**src/lorgu_pkg.sv**
```systemverilog
// Shared types and codes for the log-odds ray grid update block.
`timescale 1ns / 1ps

package lorgu_pkg;

  // Operation codes; code 3 is handled as a read
  localparam logic [1:0] OP_RAY  = 2'd0;
  localparam logic [1:0] OP_MARK = 2'd1;
  localparam logic [1:0] OP_READ = 2'd2;

  // Cell classes
  localparam logic [1:0] CLASS_UNKNOWN = 2'd0;
  localparam logic [1:0] CLASS_FREE    = 2'd1;
  localparam logic [1:0] CLASS_LETHAL  = 2'd2;
  localparam logic [1:0] CLASS_OUTSIDE = 2'd3;

  // Configuration register indexes
  localparam int unsigned CFG_IDX_W = 3;
  localparam logic [CFG_IDX_W-1:0] CFG_HIT_INCREMENT    = 3'd0;
  localparam logic [CFG_IDX_W-1:0] CFG_MISS_INCREMENT   = 3'd1;
  localparam logic [CFG_IDX_W-1:0] CFG_CLAMP_LIMIT      = 3'd2;
  localparam logic [CFG_IDX_W-1:0] CFG_OCCUPY_THRESHOLD = 3'd3;
  localparam logic [CFG_IDX_W-1:0] CFG_FREE_THRESHOLD   = 3'd4;

  localparam int unsigned CFG_DATA_W = 16;
  localparam int unsigned COUNT_W    = 10;

  typedef struct packed {
    logic [1:0]         operation;
    logic signed [15:0] start_x;
    logic signed [15:0] start_y;
    logic signed [15:0] target_x;
    logic signed [15:0] target_y;
  } in_item_t;

  typedef struct packed {
    logic [1:0]         cell_class;
    logic               covered;
    logic [COUNT_W-1:0] cells_updated;
  } out_item_t;

  typedef struct packed {
    logic [14:0]        hit_increment;
    logic signed [15:0] miss_increment;
    logic [14:0]        clamp_limit;
    logic [14:0]        occupy_threshold;
    logic signed [15:0] free_threshold;
  } cfg_t;

  // One grid cell as stored in the cell memory
  typedef struct packed {
    logic               covered;
    logic signed [15:0] log_odds;
  } cell_t;

  // Update applied by the cell unit
  typedef enum logic [1:0] {
    CELL_NONE,
    CELL_MISS,
    CELL_HIT,
    CELL_MARK
  } cell_op_e;

endpackage

```
**src/lorgu_cell_alu.sv**
```systemverilog
// Saturating log-odds update, covered marking and classification of one cell.
`timescale 1ns / 1ps

module lorgu_cell_alu (
  input  lorgu_pkg::cell_op_e mode_i,
  input  lorgu_pkg::cfg_t     cfg_i,
  input  lorgu_pkg::cell_t    old_i,
  output lorgu_pkg::cell_t    new_o,
  output logic                changed_o,
  output logic [1:0]          cell_class_o
);
  import lorgu_pkg::*;

  logic signed [15:0] half_miss;
  logic signed [16:0] delta;
  logic signed [16:0] sum;
  logic signed [16:0] lim;
  logic signed [16:0] sat;
  logic               apply;
  logic signed [15:0] val;
  logic               cov_set;

  assign half_miss = cfg_i.miss_increment >>> 1;

  always_comb begin
    unique case (mode_i)
      CELL_MISS: delta = {cfg_i.miss_increment[15], cfg_i.miss_increment};
      CELL_HIT:  delta = {2'b00, cfg_i.hit_increment};
      CELL_MARK: delta = {half_miss[15], half_miss};
      default:   delta = '0;
    endcase
  end

  assign sum = {old_i.log_odds[15], old_i.log_odds} + delta;
  assign lim = {2'b00, cfg_i.clamp_limit};

  always_comb begin
    if (sum > lim) begin
      sat = lim;
    end else if (sum < -lim) begin
      sat = -lim;
    end else begin
      sat = sum;
    end
  end

  // Mark only adds to a cell that is still unknown
  assign apply = (mode_i == CELL_MISS) || (mode_i == CELL_HIT) ||
                 ((mode_i == CELL_MARK) && (old_i.log_odds == 16'sd0));
  assign val   = apply ? sat[15:0] : old_i.log_odds;

  assign cov_set = (mode_i == CELL_MARK) && (val != 16'sd0) &&
                   (val <= cfg_i.free_threshold) && !old_i.covered;

  assign new_o.log_odds = val;
  assign new_o.covered  = old_i.covered | cov_set;
  assign changed_o      = (val != old_i.log_odds) || cov_set;

  always_comb begin
    if (val >= $signed({1'b0, cfg_i.occupy_threshold})) begin
      cell_class_o = CLASS_LETHAL;
    end else if (val == 16'sd0) begin
      cell_class_o = CLASS_UNKNOWN;
    end else begin
      cell_class_o = CLASS_FREE;
    end
  end

endmodule

```
**config.mk**
```make
export PLATFORM = sky130hd
export DESIGN_NAME = lorgu_cell_alu
export DESIGN_NICKNAME = d
export VERILOG_FILES = /design/src/lorgu_pkg.sv /design/src/lorgu_cell_alu.sv
export SDC_FILE = /design/constraint.sdc
export NUM_CORES = 1
export LEC_CHECK = 0
export BUFFER_PORTS_ARGS = -buffer_cell sky130_fd_sc_hd__buf_4
export CAP_MARGIN = 20
export CORE_ASPECT_RATIO = 1.5
export CORE_UTILIZATION = 38
export DETAILED_ROUTE_END_ITERATION = 8
export SLEW_MARGIN = 20
export SYNTH_ARGS = -nofsm -noshare
export SYNTH_HDL_FRONTEND = slang
export SYNTH_SLANG_ARGS = --single-unit
```
**constraint.sdc**
```tcl
create_clock -name vclk -period 8.9
set_input_delay 0.445 -clock vclk [all_inputs]
set_output_delay 0.445 -clock vclk [all_outputs]
set_load 0.03 [all_outputs]
```
==> run summary <==
largest family of logic cells by synthesized area - compound AO/OA/AOI/OAI gates
Net Count, Synth - 737
Setup TNS - 0 ns
GRT Util Overall - 27.5%
Worst setup SP type - input pin
hold path depth - 3
largest net degree at the start of global routing - 22
kind of critical path - in2out
Lkg Pwr - 2.52 nW
GPL Wtd Cong - 1.03
Synth area leader - ha_1
total placed instance area - 0.00496 mm2
slew at the pin closest to its max-slew limit - 0.771 ns
drt pass-1 iters - 6
P&R area growth vs syn - 26.1%
Synth Instances - 558
Final period util - 93.3%
1st-iter DRT viols - 287
hold wc startpoint - old_i[16]
first-pass GRT wire length - 23600 um
num ports - 116
Netlist cell types - 80
post-synthesis compound-gate area fraction - 35.3%
sequential element share of the synthesized area - 0%
initial core utilization - 39.0%
post-synthesis adder-cell area fraction - 26.5%
Final setup viols - 0
core box area - 0.0101 mm2
final hold violation count - 0
Ys Warns - 0
Critical Path Sink Type - output port
initial antenna violation count - 0
Arrival @ worst endpoint - 7.86 ns
PortBufs - 116
worst hold path class - in2out
Synth Area in Simple Gates - 22.0%
row count - 45
max-cap violation count - 0
antenna-violating nets left - 0
Max IR drop VDD - 0.0617 mV
Post-Layout Inst Area - 0.00498 mm2
Metal-1 WL - 5950 um
Clock buffer cells - 0
Period minus WS final - 8.31 ns
WL met3 - 823 um
final net count - 849
outcome - completed
RSZ-0062 raised after global routing - no
Die Span Y - 127 um
PD cells - 129 mW/mm2
worst-path cell with the longest stage delay - fa_1
Seq Cell Count - 0
fin. max-slew vios - 0
cell area after synthesis - 0.00395 mm2
CP most frequent cell - o21ai_0
FMAX - 120 MHz
Routed wire per std cell - 19.9 um
Worst path max stage delay - 0.41 ns
Synth area leaders - ha_1 (26%), inv_1 (6.4%), nor2_1 (4.7%)
drt via density - 6.21
top routing layer in use - met4
most common cell in the netlist - ha_1
cts hold-fix bufs - 0
share of cells above drive strength 1 - 22.8%
WL final - 15600 um
area fraction of the dominant cell type after synthesis - 26.0%
ANT cells - 0
vias in the first global route - 4676
routed vias - 4871
syn avg cell area - 7.07 um2
FF/Latch Area - 0 um2
CP required - 8.46 ns
Residual DRC - 0
Worst slew margin - 48.4%
Hold EP - new_o[16]
Post-DP HPWL - 13500 um
mux contribution to synthesized area - 1.33%
Die ar. - 0.0108 mm2
Post-synth top cells - ha_1 (82), inv_1 (67), nor2_1 (49), a21oi_1 (33), nand2_1 (33)
global route overflow - 0
Met2 Wirelength - 7950 um
post-synthesis xor/xnor area fraction - 6.21%
crit path max fanout - 15
Die X - 85.2 um
FILL cells - 1044
## how the worst max path moves through the flow
stage / from / to / slack, ns / cells past startpoint
floorplan: mode_i[0] / cell_class_o[0] / 0.63 / 34
global placement: mode_i[0] / changed_o / 0.63 / 36
detailed placement: mode_i[0] / changed_o / 0.40 / 36
CTS: mode_i[0] / changed_o / 0.39 / 36
global route: mode_i[0] / changed_o / 0.03 / 36
finish: mode_i[0] / changed_o / 0.59 / 36
## report_power, final
| part | switching (mW) | internal, mW | leakage [nW] | total (mW) |
|---|---|---|---|---|
| logic | 0.385 | 0.258 | 2.52 | 0.644 |
| clock network | 0 | 0 | 0 | 0 |
| registers | 0 | 0 | 0 | 0 |
## layout by cell type, fill, tap and decap left out, types with 4 or more instances in the layout
master / instances
a21oi_1: 33
inv_1: 67
o211ai_1: 8
xnor2_1: 21
nand2_1: 32
o21a_1: 10
nand2b_1: 5
nor2b_1: 6
nor4_1: 5
nor3_1: 18
buf_4: 127
o2bb2ai_1: 4
o21ai_0: 32
ha_1: 80
a211oi_1: 4
nand3_1: 13
a21o_1: 18
nor2_1: 49
o221ai_1: 4
xor2_1: 7
nand4_1: 9
o21ai_1: 6
a31oi_1: 13
a222oi_1: 15
## critical path: cells and delay by family
kind / cells / cell delay, ns
XOR/XNOR: 1 / 0.23
buffers and inverters: 3 / 0.31
AO/OA/AOI/OAI: 22 / 4.49
AND/OR/NAND/NOR: 5 / 0.82
adder cells (fa/ha/maj): 5 / 1.55
## logic make-up (layout without fill, tap and decap cells)
family	Yosys count	after routing
simple gates	164	164
compound gates	194	194
xor+xnor	28	28
buf+inv	85	195
fa+ha+maj	83	83
mux	4	4
## layer usage
layer	track usage [%]	vias to the layer above
met5	0	-
met4	13.1	0
li1	-	2349
met2	51.5	201
met1	31.3	2276
met3	1.56	45
## through the flow
stage	setup slack, ns	hold slack, ns	util (%)	std cells	power [mW]
2_1_floorplan	0.631	1.07	-	558	0.423
3_3_place_gp	0.633	1.24	49.0	785	0.626
3_5_place_dp	0.403	1.23	49.0	785	0.633
4_1_cts	0.390	1.23	49.0	785	0.636
5_1_grt	0.0286	1.23	49.1	785	0.702
6_report	0.593	1.22	49.1	785	0.644
## final cells by class
| type | count | area, um2 | area share (%) |
|---|---|---|---|
| Inverter | 68 | 255 | 5.13 |
| Multi-Input combinational cell | 473 | 3620 | 72.8 |
| Tap cell | 117 | 146 | 2.94 |
| Timing Repair Buffer | 127 | 953 | 19.1 |
## what timing repair did
item / CTS / global route
setup buffers: 0 / 0
setup endpoints to repair: 0 / 3
resized for setup: 0 / 4
No activity file was read; power rests on OpenSTA's default activity.
